[config.mk]
export PLATFORM = sky130hd
export DESIGN_NAME = cmau_div_step
export DESIGN_NICKNAME = d
export VERILOG_FILES = /design/src/sv/cmau_pkg.sv /design/src/sv/cmau_div_step.sv
export SDC_FILE = /design/constraint.sdc
export NUM_CORES = 1
export LEC_CHECK = 0
export ABC_AREA = 0
export ABC_CLOCK_PERIOD_IN_PS = 5300
export BUFFER_PORTS_ARGS = -buffer_cell sky130_fd_sc_hd__buf_4
export CORE_AREA = 4 4 211 213
export CTS_CLUSTER_DIAMETER = 30
export CTS_CLUSTER_SIZE = 28
export DETAILED_ROUTE_END_ITERATION = 12
export DIE_AREA = 0 0 215 217
export PLACE_DENSITY = 0.45
export SKIP_CTS_REPAIR_TIMING = 1
export SYNTH_ARGS = -nofsm -noshare
export SYNTH_HDL_FRONTEND = slang
export SYNTH_SLANG_ARGS = --single-unit
[constraint.sdc]
create_clock -name clk -period 5.3 [get_ports clk]
set_input_delay 1.06 -clock clk [delete_from_list [all_inputs] [get_ports clk]]
set_output_delay 1.06 -clock clk [all_outputs]
set_load 0.01 [all_outputs]
[src/sv/cmau_pkg.sv]
package cmau_pkg;

  // Operation codes carried by each request
  typedef enum logic [1:0] {
    MODE_REDUCE     = 2'd0,
    MODE_REDUCE_ADD = 2'd1,
    MODE_ADD        = 2'd2,
    MODE_TO_RESIDUE = 2'd3
  } mode_t;

  localparam int unsigned OPER_W  = 64;
  localparam int unsigned MOD_W   = 31;
  localparam int unsigned RES_W   = 32;
  localparam int unsigned DIV_STAGES = OPER_W;

  // Payload of one request while it moves through the remainder pipeline
  typedef struct packed {
    mode_t               mode;
    logic                neg_a;
    logic                neg_b;
    logic [RES_W-1:0]    lo_a;
    logic [RES_W-1:0]    lo_b;
    logic [OPER_W-1:0]   dvd_a;
    logic [OPER_W-1:0]   dvd_b;
    logic [MOD_W-1:0]    rem_a;
    logic [MOD_W-1:0]    rem_b;
  } div_item_t;

endpackage

[src/sv/cmau_div_step.sv]
module cmau_div_step (
  input  logic                              clk,
  input  logic                              rst_n,
  input  logic [cmau_pkg::MOD_W-1:0]        modulus,
  input  logic                              in_valid,
  input  cmau_pkg::div_item_t               in_item,
  output logic                              out_valid,
  output cmau_pkg::div_item_t               out_item
);

  logic                      valid_r;
  cmau_pkg::div_item_t       item_r;
  cmau_pkg::div_item_t       item_nxt;

  // One restoring step: bring in the next dividend bit, subtract m if it fits
  function automatic logic [cmau_pkg::MOD_W-1:0] rem_step(
    input logic [cmau_pkg::MOD_W-1:0] rem,
    input logic                       next_bit,
    input logic [cmau_pkg::MOD_W-1:0] m
  );
    logic [cmau_pkg::MOD_W:0] sh;
    sh = {rem, next_bit};
    if (sh >= {1'b0, m}) begin
      sh = sh - {1'b0, m};
    end
    return sh[cmau_pkg::MOD_W-1:0];
  endfunction

  // Advance both lanes by one quotient bit
  always_comb begin
    item_nxt       = in_item;
    item_nxt.rem_a = rem_step(in_item.rem_a, in_item.dvd_a[cmau_pkg::OPER_W-1], modulus);
    item_nxt.rem_b = rem_step(in_item.rem_b, in_item.dvd_b[cmau_pkg::OPER_W-1], modulus);
    item_nxt.dvd_a = {in_item.dvd_a[cmau_pkg::OPER_W-2:0], 1'b0};
    item_nxt.dvd_b = {in_item.dvd_b[cmau_pkg::OPER_W-2:0], 1'b0};
  end

  // Valid travels with the data
  always_ff @(posedge clk) begin
    if (!rst_n) begin
      valid_r <= 1'b0;
    end else begin
      valid_r <= in_valid;
    end
  end

  always_ff @(posedge clk) begin
    item_r <= item_nxt;
  end

  assign out_valid = valid_r;
  assign out_item  = item_r;

endmodule

==> flow_results.xml, run 1 <==
<?xml version="1.0" encoding="UTF-8"?>
<metrics>
  <group name="clock_tree">
    <metric name="h-tree-depth" unit="">3</metric>
    <metric name="cts_sinks" unit="">257</metric>
    <metric name="cts_clk_pin_slew_worst_paths" unit="ps">50</metric>
    <metric name="cts_tree" unit="">done</metric>
    <metric name="clock_path_buffers" unit="">3</metric>
    <metric name="cts_inserted_buffers" unit="">75</metric>
    <metric name="ctsRootBufferMaster" unit="">clkbuf_16</metric>
  </group>
  <group name="yosys">
    <metric name="synth-edff-count" unit="">0</metric>
    <metric name="synth_area_per_cell" unit="um2">10.1</metric>
    <metric name="ys_types" unit="">63</metric>
    <metric name="postSynthCellCount" unit="">922</metric>
    <metric name="synth_sequential_area_ratio" unit="">0.551</metric>
    <metric name="post_synth_instance_area" unit="um2">9340</metric>
    <metric name="async_reset_ff_frac" unit="">0</metric>
    <metric name="ys.warnings.count" unit="">0</metric>
    <metric name="register_bit_total_from_synthesis" unit="">257</metric>
    <metric name="dominantRegCellSynth" unit="">dfxtp_1</metric>
  </group>
  <group name="timing">
    <metric name="final_min_period_over_clock_period" unit="">0.663</metric>
    <metric name="max_freq" unit="MHz">285</metric>
    <metric name="report.final.setup_viol" unit="">0</metric>
    <metric name="max_slew.worst_pin.slew" unit="ps">766</metric>
    <metric name="finalSetupTns" unit="ps">0</metric>
    <metric name="finalHoldViolations" unit="">0</metric>
    <metric name="slew_headroom" unit="">0.487</metric>
    <metric name="rsz_0062_raised_after_global_routing" unit="">no</metric>
    <metric name="drv_slew" unit="">0</metric>
    <metric name="min_tclk_post_route" unit="ps">3510</metric>
  </group>
  <group name="floorplanning">
    <metric name="die_height" unit="um">217</metric>
    <metric name="die_width" unit="um">215</metric>
    <metric name="design.die.area" unit="um2">46700</metric>
    <metric name="floorplan.rows" unit="">76</metric>
    <metric name="start_util" unit="">0.219</metric>
    <metric name="floorplan.io_pins" unit="">551</metric>
    <metric name="core_region_area" unit="um2">42700</metric>
  </group>
  <group name="detailed_routing">
    <metric name="met1Wirelength" unit="um">19000</metric>
    <metric name="avgViaCountPerCell" unit="">4.32</metric>
    <metric name="avgRoutedWirePerCell" unit="um">23.7</metric>
    <metric name="drt_drc_violations_left" unit="">0</metric>
    <metric name="ant_nets" unit="">0</metric>
    <metric name="route.top_layer_used" unit="">met5</metric>
    <metric name="num_vias" unit="">9247</metric>
    <metric name="wl_met2" unit="um">25400</metric>
    <metric name="routed_wirelength" unit="um">50800</metric>
    <metric name="dr.pass1.iters" unit="">4</metric>
    <metric name="drt_iter0_drc" unit="">417</metric>
    <metric name="wl_met3" unit="um">5100</metric>
  </group>
  <group name="global_route">
    <metric name="grt_antenna_before_repair" unit="">28</metric>
    <metric name="via_count_of_the_first_global_routing_pass" unit="">9893</metric>
    <metric name="grt_max_degree" unit="">30</metric>
    <metric name="global_route.usage.total" unit="">0.211</metric>
    <metric name="global_route.overflow_total" unit="">0</metric>
    <metric name="grt_first_pass_wirelength" unit="um">71000</metric>
  </group>
  <group name="worst_setup_path">
    <metric name="crit_path_max_fanout" unit="">29</metric>
    <metric name="end_kind" unit="">register</metric>
    <metric name="crit_arrival" unit="ps">3960</metric>
    <metric name="crit_required" unit="ps">5750</metric>
    <metric name="path_class" unit="">in2reg</metric>
    <metric name="critPathLaunchType" unit="">input pin</metric>
  </group>
  <group name="placed_design">
    <metric name="dp_hpwl" unit="um">42700</metric>
    <metric name="place.gp.congestion" unit="">0.875</metric>
    <metric name="place_area" unit="um2">14000</metric>
    <metric name="placement.io_buffers" unit="">548</metric>
  </group>
  <group name="final_layout">
    <metric name="fraction_of_layout_cells_with_a_size_suffix_above_1" unit="">0.438</metric>
    <metric name="design_area" unit="um2">17000</metric>
    <metric name="design.final.nets" unit="">1878</metric>
    <metric name="syn_to_final_growth" unit="%">81.8</metric>
  </group>
  <group name="worst_hold_path">
    <metric name="holdCritStartpoint" unit="">in_item[153]</metric>
    <metric name="min_to" unit="">out_item[154]</metric>
    <metric name="holdCritPathClass" unit="">in2reg</metric>
    <metric name="worst_hold_path_cell_count" unit="">1</metric>
  </group>
  <group name="power_and_ir_drop">
    <metric name="peakVddDrop" unit="uV">201</metric>
    <metric name="pwr_density_cell" unit="nW/um2">504</metric>
    <metric name="leakage" unit="uW">0.00824</metric>
  </group>
  <group name="outcome">
    <metric name="outcome" unit="">finished clean</metric>
  </group>
  <group name="run">
    <metric name="maxCapViolCount" unit="">0</metric>
  </group>
</metrics>
-- through the flow --
| step | worst slack (ps) | cells | total power [uW] | hold slack, ps | utilization |
|---|---|---|---|---|---|
| finish | 1790 | 2141 | 8550 | 568 | 0.398 |
| global route | 1510 | 2133 | 8920 | 530 | 0.397 |
| CTS | 1760 | 2131 | 8680 | 520 | 0.397 |
| detailed placement | 1160 | 1991 | 3470 | 1170 | 0.329 |
| global placement | 1170 | 1991 | 3470 | 1160 | 0.329 |
| floorplan | 2030 | 923 | 2780 | 1090 | - |
-- where the power goes --
part           leakage, uW  switching (uW)  internal (uW)
clock network      0.00141            1400           3730
registers          0.00217            63.7           2130
logic              0.00466             636            588
total              0.00824            2100           6450
-- area by class of cell --
| cell class | count | area, um2 |
|---|---|---|
| antenna | 10 | 25.0 |
| clock buffer | 93 | 2060 |
| clock inverter | 47 | 846 |
| fill | 4257 | 25700 |
| inverter | 48 | 180 |
| multi-input combinational | 589 | 3900 |
| sequential | 257 | 5140 |
| tap | 546 | 683 |
| timing repair buffer | 551 | 4140 |
-- critical path, stage by stage --
cell and delay [ps]:
buf_4 80, inv_1 50, ha_1 370, nor2b_1 200, o31a_1 280, o311ai_1 230, nand3_1 240, o21a_1 290
o21ai_4 630, buf_4 400, o21ai_1 110
-- kinds of logic after synthesis --
group / after synthesis / share of synthesized area
buffers and inverters: 77 / 0.0336
xor gates and xnor gates: 48 / 0.0450
AOI/OAI and AO/OA: 249 / 0.169
DFF: 257 / 0.551
other: 1 / 0.000402
adders and majority gates: 64 / 0.0874
muxes: 2 / 0.00241
and+or+nand+nor: 224 / 0.111
-- cell usage after synthesis (5+ instances only) --
master / number / area, um2
dfxtp_1: 257 / 5140
nand2_1: 93 / 349
ha_1: 62 / 776
a21oi_1: 55 / 275
o21ai_1: 55 / 275
inv_1: 48 / 180
nor2_1: 43 / 161
a21o_1: 40 / 300
xor2_1: 27 / 236
o21ai_0: 24 / 120
nand3_1: 23 / 115
xnor2_1: 21 / 184
clkbuf_1: 18 / 67.6
and3_1: 12 / 75.1
a211oi_1: 11 / 82.6
a31oi_1: 11 / 68.8
nand4_1: 11 / 68.8
nor3_1: 11 / 55.1
o21a_1: 11 / 82.6
buf_2: 8 / 40.0
nor2b_1: 7 / 43.8
o21bai_1: 5 / 37.5
o31ai_1: 5 / 37.5
-- placed cells by master, fill, tap and decap left out, drive strengths merged, types with 4 or more instances in the layout --
master / synthesis / final
or2: 4 / 4
dfxtp: 257 / 257
a31oi: 12 / 12
buf: 11 / 551
clkbuf: 18 / 93
a211oi: 12 / 12
nor3: 11 / 11
o21a: 11 / 11
xnor2: 21 / 21
o31ai: 6 / 6
clkinvlp: 0 / 4
nand4: 11 / 11
a21o: 40 / 40
o21ai: 80 / 80
clkinv: 0 / 19
ha: 62 / 62
a21oi: 55 / 55
nand2: 93 / 93
nor2: 43 / 43
o21bai: 5 / 5
nand3: 23 / 23
xor2: 27 / 27
nor2b: 7 / 7
bufinv: 0 / 20
inv: 48 / 52
diode: 0 / 10
and3: 12 / 12
-- metal layers --
metal,vias to the layer above,global-route usage
li1,4472,-
met2,365,0.368
met3,94,0.115
met1,4282,0.217
met4,34,0.0681
met5,-,0
-- worst max path at each step --
stage | from | end | slack (ps) | cells past startpoint
after floorplan | modulus[12] | out_item[29] | 2030 | 11
after global placement | modulus[2] | out_item[38] | 1170 | 11
after detailed placement | modulus[2] | out_item[40] | 1160 | 11
after CTS | modulus[2] | out_item[40] | 1760 | 11
after global routing | modulus[2] | out_item[34] | 1510 | 12
final | modulus[2] | out_item[40] | 1790 | 11
-- sequential cells by signal, summed over array words and instances (netlist names) --
register / cells
out_item: 256
out_valid: 1
Power figures use the tool's default switching activity.
==> inputs of run 2 (changes only) <==
ABC_CLOCK_PERIOD_IN_PS = 3130   (was 5300)
PLACE_DENSITY = 0.47   (was 0.45)
clock period = 3.13 ns   (was 5.3 ns; I/O delays follow)
==> run 2 against run 1 <==
Sequential share of layout area decreased by 0.59 points. First-iteration DRC count increased by 17%. Sequential power increased by 69%. Sequential cell count unchanged. Clock power increased by 49%. Non-clock buffer count increased by 86. Via count increased by 3.5%. Setup slack got worse by 1400 ps. Core utilization increased by 0.79 points. Wire length increased by 2.3%. Hold slack got worse by 420 ps. Global-route usage increased by 0.39 points. Largest cell class unchanged. Highest routed layer unchanged.
==> flow_results.xml, run 2 (synthesized netlist as in run 1, its figures left out) <==
<?xml version="1.0" encoding="UTF-8"?>
<metrics>
  <group name="outcome">
    <metric name="outcome" unit="">finished clean</metric>
  </group>
  <group name="global_route">
    <metric name="global_route.overflow_total" unit="">0</metric>
    <metric name="grt_first_pass_wirelength" unit="um">72400</metric>
    <metric name="grt_max_degree" unit="">29</metric>
    <metric name="via_count_of_the_first_global_routing_pass" unit="">10181</metric>
    <metric name="global_route.usage.total" unit="">0.215</metric>
    <metric name="grt_antenna_before_repair" unit="">20</metric>
  </group>
  <group name="clock_tree">
    <metric name="cts_clk_pin_slew_worst_paths" unit="ps">50</metric>
    <metric name="ctsRootBufferMaster" unit="">clkbuf_16</metric>
    <metric name="h-tree-depth" unit="">3</metric>
    <metric name="clock_path_buffers" unit="">3</metric>
    <metric name="cts_sinks" unit="">257</metric>
    <metric name="cts_inserted_buffers" unit="">72</metric>
    <metric name="cts_tree" unit="">done</metric>
  </group>
  <group name="timing">
    <metric name="slew_headroom" unit="">0.607</metric>
    <metric name="final_min_period_over_clock_period" unit="">0.868</metric>
    <metric name="finalSetupTns" unit="ps">0</metric>
    <metric name="final_setup_margin" unit="ps">413</metric>
    <metric name="drv_slew" unit="">0</metric>
    <metric name="finalHoldViolations" unit="">0</metric>
    <metric name="report.final.setup_viol" unit="">0</metric>
    <metric name="rsz_0062_raised_after_global_routing" unit="">no</metric>
    <metric name="max_freq" unit="MHz">368</metric>
    <metric name="min_tclk_post_route" unit="ps">2720</metric>
    <metric name="max_slew.worst_pin.slew" unit="ps">587</metric>
  </group>
  <group name="detailed_routing">
    <metric name="drt_drc_violations_left" unit="">0</metric>
    <metric name="avgRoutedWirePerCell" unit="um">23.5</metric>
    <metric name="num_vias" unit="">9567</metric>
    <metric name="routed_wirelength" unit="um">52000</metric>
    <metric name="ant_nets" unit="">0</metric>
    <metric name="avgViaCountPerCell" unit="">4.32</metric>
    <metric name="drt_iter0_drc" unit="">487</metric>
    <metric name="dr.pass1.iters" unit="">5</metric>
  </group>
  <group name="final_layout">
    <metric name="largest_register_ffs" unit="">256</metric>
    <metric name="syn_to_final_growth" unit="%">85.4</metric>
    <metric name="most-common-layout-cells" unit="">buf_4 (634), dfxtp_1 (257), nand2_1 (93)</metric>
    <metric name="final_common_cell" unit="">buf_4</metric>
    <metric name="fraction_of_layout_cells_with_a_size_suffix_above_1" unit="">0.464</metric>
    <metric name="design.final.nets" unit="">1961</metric>
  </group>
  <group name="power_and_ir_drop">
    <metric name="power.sequential.fraction" unit="">0.274</metric>
    <metric name="peakVddDrop" unit="uV">359</metric>
    <metric name="pwr_density_cell" unit="nW/um2">786</metric>
    <metric name="comb_power_share" unit="">0.165</metric>
    <metric name="switching_share" unit="">0.253</metric>
    <metric name="power.net_switching" unit="uW">3440</metric>
    <metric name="leakage" unit="uW">0.00852</metric>
    <metric name="clock_power_share" unit="">0.562</metric>
    <metric name="p_int" unit="uW">10200</metric>
  </group>
  <group name="worst_hold_path">
    <metric name="worst_hold_path_cell_count" unit="">1</metric>
    <metric name="holdCritStartpoint" unit="">in_item[217]</metric>
    <metric name="holdCritPathClass" unit="">in2reg</metric>
    <metric name="min_to" unit="">out_item[217]</metric>
  </group>
  <group name="floorplanning">
    <metric name="design.die.area" unit="um2">46700</metric>
    <metric name="floorplan.rows" unit="">76</metric>
    <metric name="die_width" unit="um">215</metric>
    <metric name="core_region_area" unit="um2">42700</metric>
    <metric name="die_height" unit="um">217</metric>
    <metric name="floorplan.io_pins" unit="">551</metric>
    <metric name="start_util" unit="">0.219</metric>
  </group>
  <group name="worst_setup_path">
    <metric name="end_kind" unit="">register</metric>
    <metric name="crit_required" unit="ps">3580</metric>
    <metric name="path_class" unit="">in2reg</metric>
    <metric name="crit_arrival" unit="ps">3170</metric>
    <metric name="crit_path_max_fanout" unit="">19</metric>
    <metric name="critPathLaunchType" unit="">input pin</metric>
  </group>
  <group name="placed_design">
    <metric name="placement.io_buffers" unit="">548</metric>
    <metric name="place.gp.congestion" unit="">0.882</metric>
    <metric name="preCtsSetupSlack" unit="ps">-235</metric>
    <metric name="dp_hpwl" unit="um">44000</metric>
  </group>
  <group name="run">
    <metric name="maxCapViolCount" unit="">0</metric>
  </group>
</metrics>
==> run 2: changes by cell type in the layout (fill, tap and decap cells not counted) <==
cell	previous run	this run
clkbuf_8	9	13
bufinv_16	20	10
buf_4	551	634
clkinv_2	12	16
inv_16	2	0
buf_12	0	3
clkbuf_16	76	74
diode_2	10	5
clkinv_4	4	3
clkinvlp_4	4	3
==> run 2: per-stage QoR <==
step / area [um2] / hold slack, ps / util / std cells / power (uW)
floorplan: 9340 / 654 / - / 923 / 4700
global placement: 14700 / 730 / 0.345 / 2077 / 6050
detailed placement: 14700 / 732 / 0.345 / 2077 / 6040
CTS: 17300 / 112 / 0.405 / 2209 / 13800
global route: 17300 / 116 / 0.405 / 2209 / 14200
finish: 17300 / 148 / 0.405 / 2214 / 13600
==> run 2: layer usage <==
layer	share of wire	global-route usage
met1	0.40	0.240
met2	0.50	0.377
met3	0.086	0.0935
met4	0.015	0.0552
met5	0.0033	0
==> run 2: worst max-delay path by stage <==
stage / end / start / slack (ps) / cells past startpoint
floorplan: out_item[29] / modulus[12] / 300 / 11
global placement: out_item[8] / in_item[125] / -210 / 12
detailed placement: out_item[8] / in_item[125] / -240 / 12
CTS: out_item[8] / in_item[125] / 370 / 13
global route: out_item[14] / in_item[125] / 190 / 13
finish: out_item[15] / in_item[125] / 410 / 12
==> run 2: final cells by class <==
| type | instances | area (um2) |
|---|---|---|
| Timing Repair Buffer | 637 | 4820 |
| Inverter | 48 | 180 |
| Sequential cell | 257 | 5140 |
| Antenna cell | 5 | 12.5 |
| Fill cell | 4240 | 25400 |
| Tap cell | 546 | 683 |
| Clock inverter | 37 | 509 |
| Clock buffer | 95 | 2060 |
| Multi-Input combinational cell | 589 | 3900 |
==> run 2: power by group through the flow <==
stage	Combinational (uW)	Clock [uW]	Sequential (uW)
after floorplan	787	0	3920
after CTS	2280	7790	3730
after global routing	2430	8000	3750
final	2240	7640	3720
after detailed placement	2270	0	3770
after global placement	2270	0	3780
==> run 2: worst max-delay path, stage by stage <==
cell and delay [ps]:
buf_4 110, inv_1 40, ha_1 170, fa_1 210, nor2b_1 70, o31a_1 260, o221a_2 250, o31ai_2 300
a21oi_1 190, o21ai_4 530, buf_4 310, o21ai_1 90
==> inputs of run 3 (changes only) <==
GPL_TIMING_DRIVEN = 0   (was not set)
==> run 3 against run 2 <==
Core utilization is 1.4 points lower. Clock power decreased by 0.8%. Sequential power is essentially flat. Non-clock buffer count fell by 60. First-iteration DRC count down 7.4%. Via count decreased by 2.0%. Total power decreased by 1.5%. Combinational power shrank 6%. Fmax decreased by 8.0%. Global-route usage is 0.057 points lower. Critical path type unchanged. Die area unchanged.
==> flow_results.xml, run 3 (synthesized netlist as in run 1, its figures left out) <==
<?xml version="1.0" encoding="UTF-8"?>
<metrics>
  <group name="global_route">
    <metric name="grt_max_degree" unit="">11</metric>
    <metric name="grt_first_pass_wirelength" unit="um">72000</metric>
    <metric name="grt_antenna_before_repair" unit="">14</metric>
    <metric name="global_route.overflow_total" unit="">0</metric>
    <metric name="via_count_of_the_first_global_routing_pass" unit="">9981</metric>
    <metric name="global_route.usage.total" unit="">0.214</metric>
  </group>
  <group name="power_and_ir_drop">
    <metric name="pwr_density_cell" unit="nW/um2">801</metric>
    <metric name="leakage" unit="uW">0.00814</metric>
    <metric name="total_power" unit="uW">13400</metric>
    <metric name="peakVddDrop" unit="uV">317</metric>
  </group>
  <group name="outcome">
    <metric name="outcome" unit="">finished clean</metric>
  </group>
  <group name="clock_tree">
    <metric name="cts_inserted_buffers" unit="">72</metric>
    <metric name="cts_clk_pin_slew_worst_paths" unit="ps">50</metric>
    <metric name="h-tree-depth" unit="">3</metric>
    <metric name="cts_tree" unit="">done</metric>
    <metric name="clock_path_buffers" unit="">3</metric>
    <metric name="cts_sinks" unit="">257</metric>
    <metric name="ctsRootBufferMaster" unit="">clkbuf_16</metric>
  </group>
  <group name="placed_design">
    <metric name="preCtsSetupSlack" unit="ps">-616</metric>
    <metric name="dp_hpwl" unit="um">44100</metric>
    <metric name="placed_cells_incl_taps" unit="">2017</metric>
    <metric name="placement.io_buffers" unit="">548</metric>
    <metric name="place.gp.congestion" unit="">0.867</metric>
  </group>
  <group name="floorplanning">
    <metric name="die_height" unit="um">217</metric>
    <metric name="start_util" unit="">0.219</metric>
    <metric name="design.die.area" unit="um2">46700</metric>
    <metric name="floorplan.io_pins" unit="">551</metric>
    <metric name="floorplan.rows" unit="">76</metric>
    <metric name="core_region_area" unit="um2">42700</metric>
    <metric name="die_width" unit="um">215</metric>
  </group>
  <group name="timing">
    <metric name="min_tclk_post_route" unit="ps">2950</metric>
    <metric name="max_freq" unit="MHz">339</metric>
    <metric name="max_slew.worst_pin.slew" unit="ps">590</metric>
    <metric name="drv_slew" unit="">0</metric>
    <metric name="final_setup_margin" unit="ps">176</metric>
    <metric name="final_min_period_over_clock_period" unit="">0.944</metric>
    <metric name="finalHoldViolations" unit="">0</metric>
    <metric name="slew_headroom" unit="">0.602</metric>
    <metric name="report.final.setup_viol" unit="">0</metric>
    <metric name="rsz_0062_raised_after_global_routing" unit="">no</metric>
  </group>
  <group name="detailed_routing">
    <metric name="routed_wirelength" unit="um">52100</metric>
    <metric name="num_vias" unit="">9372</metric>
    <metric name="dr.pass1.iters" unit="">5</metric>
    <metric name="drt_drc_violations_left" unit="">0</metric>
    <metric name="ant_nets" unit="">0</metric>
    <metric name="avgRoutedWirePerCell" unit="um">24.2</metric>
    <metric name="drt_iter0_drc" unit="">451</metric>
    <metric name="avgViaCountPerCell" unit="">4.36</metric>
  </group>
  <group name="worst_setup_path">
    <metric name="crit_slowest_cell" unit="">o31ai_2</metric>
    <metric name="crit_arrival" unit="ps">3420</metric>
    <metric name="crit_chain" unit="">buf_4 -&gt; inv_1 -&gt; ha_1 -&gt; nor2b_1 -&gt; o31a_1 -&gt; o221a_2 -&gt; o31ai_2 -&gt; a21oi_1 -&gt; o21ai_2 -&gt; buf_2 -&gt; nor2_1 -&gt; a211oi_1</metric>
    <metric name="crit_path_max_fanout" unit="">10</metric>
    <metric name="critPathLaunchType" unit="">input pin</metric>
    <metric name="cp_slowest_stage_delay" unit="ps">360</metric>
    <metric name="end_kind" unit="">register</metric>
    <metric name="path_class" unit="">in2reg</metric>
    <metric name="crit_required" unit="ps">3600</metric>
  </group>
  <group name="final_layout">
    <metric name="design.final.nets" unit="">1901</metric>
    <metric name="fraction_of_layout_cells_with_a_size_suffix_above_1" unit="">0.438</metric>
    <metric name="largest_register_ffs" unit="">256</metric>
    <metric name="most-common-layout-cells" unit="">buf_4 (550), dfxtp_1 (257), nand2_1 (93)</metric>
    <metric name="fillCellCount" unit="">4354</metric>
    <metric name="multi_input_comb_area" unit="um2">3890</metric>
    <metric name="layout.cells.non_filler" unit="">2150</metric>
    <metric name="final_common_cell" unit="">buf_4</metric>
    <metric name="area.sequential" unit="um2">5140</metric>
    <metric name="syn_to_final_growth" unit="%">79.1</metric>
  </group>
  <group name="worst_hold_path">
    <metric name="holdCritPathClass" unit="">in2reg</metric>
  </group>
  <group name="run">
    <metric name="maxCapViolCount" unit="">0</metric>
  </group>
</metrics>
==> run 3: through the flow <==
stage / area (um2) / TNS [ps] / hold slack [ps] / util
detailed placement: 14100 / -29920 / 732 / 0.331
global route: 16700 / 0 / 120 / 0.392
CTS: 16700 / -12.7 / 110 / 0.391
finish: 16700 / 0 / 147 / 0.392
floorplan: 9340 / 0 / 654 / -
global placement: 14100 / -30400 / 731 / 0.331
==> run 3: where the power goes <==
| group | switching, uW | internal, uW | total (uW) |
|---|---|---|---|
| combinational | 1110 | 1000 | 2110 |
| sequential | 98.5 | 3610 | 3710 |
| clock | 2230 | 5350 | 7580 |
==> run 3: area by class of cell <==
class / instances / share of cell area
sequential: 257 / 0.308
timing repair buffer: 548 / 0.246
multi-input combinational: 589 / 0.232
clock buffer: 94 / 0.125
tap: 546 / 0.0408
clock inverter: 35 / 0.0280
inverter: 48 / 0.0108
buffer: 29 / 0.00860
antenna: 4 / 0.000598
==> run 3: routing by layer <==
| metal | vias to the layer above | part of all wire | global-route usage |
|---|---|---|---|
| met5 | - | 0.0022 | 0 |
| met1 | 4424 | 0.40 | 0.242 |
| li1 | 4497 | - | - |
| met4 | 18 | 0.017 | 0.0582 |
| met3 | 77 | 0.082 | 0.0820 |
| met2 | 356 | 0.50 | 0.380 |
==> run 3: final timing paths <==
kind	startpoint	to	cells after the start
setup / recovery	modulus[2]	out_item[25]	12
hold / removal	in_item[177]	out_item[178]	1
==> run 3: critical path, delay by kind of cell <==
| kind | cells | cell delay [ps] |
|---|---|---|
| buffers and inverters | 3 | 560 |
| adders and majority gates | 1 | 290 |
| and+or+nand+nor | 2 | 230 |
| AOI/OAI and AO/OA | 6 | 1730 |
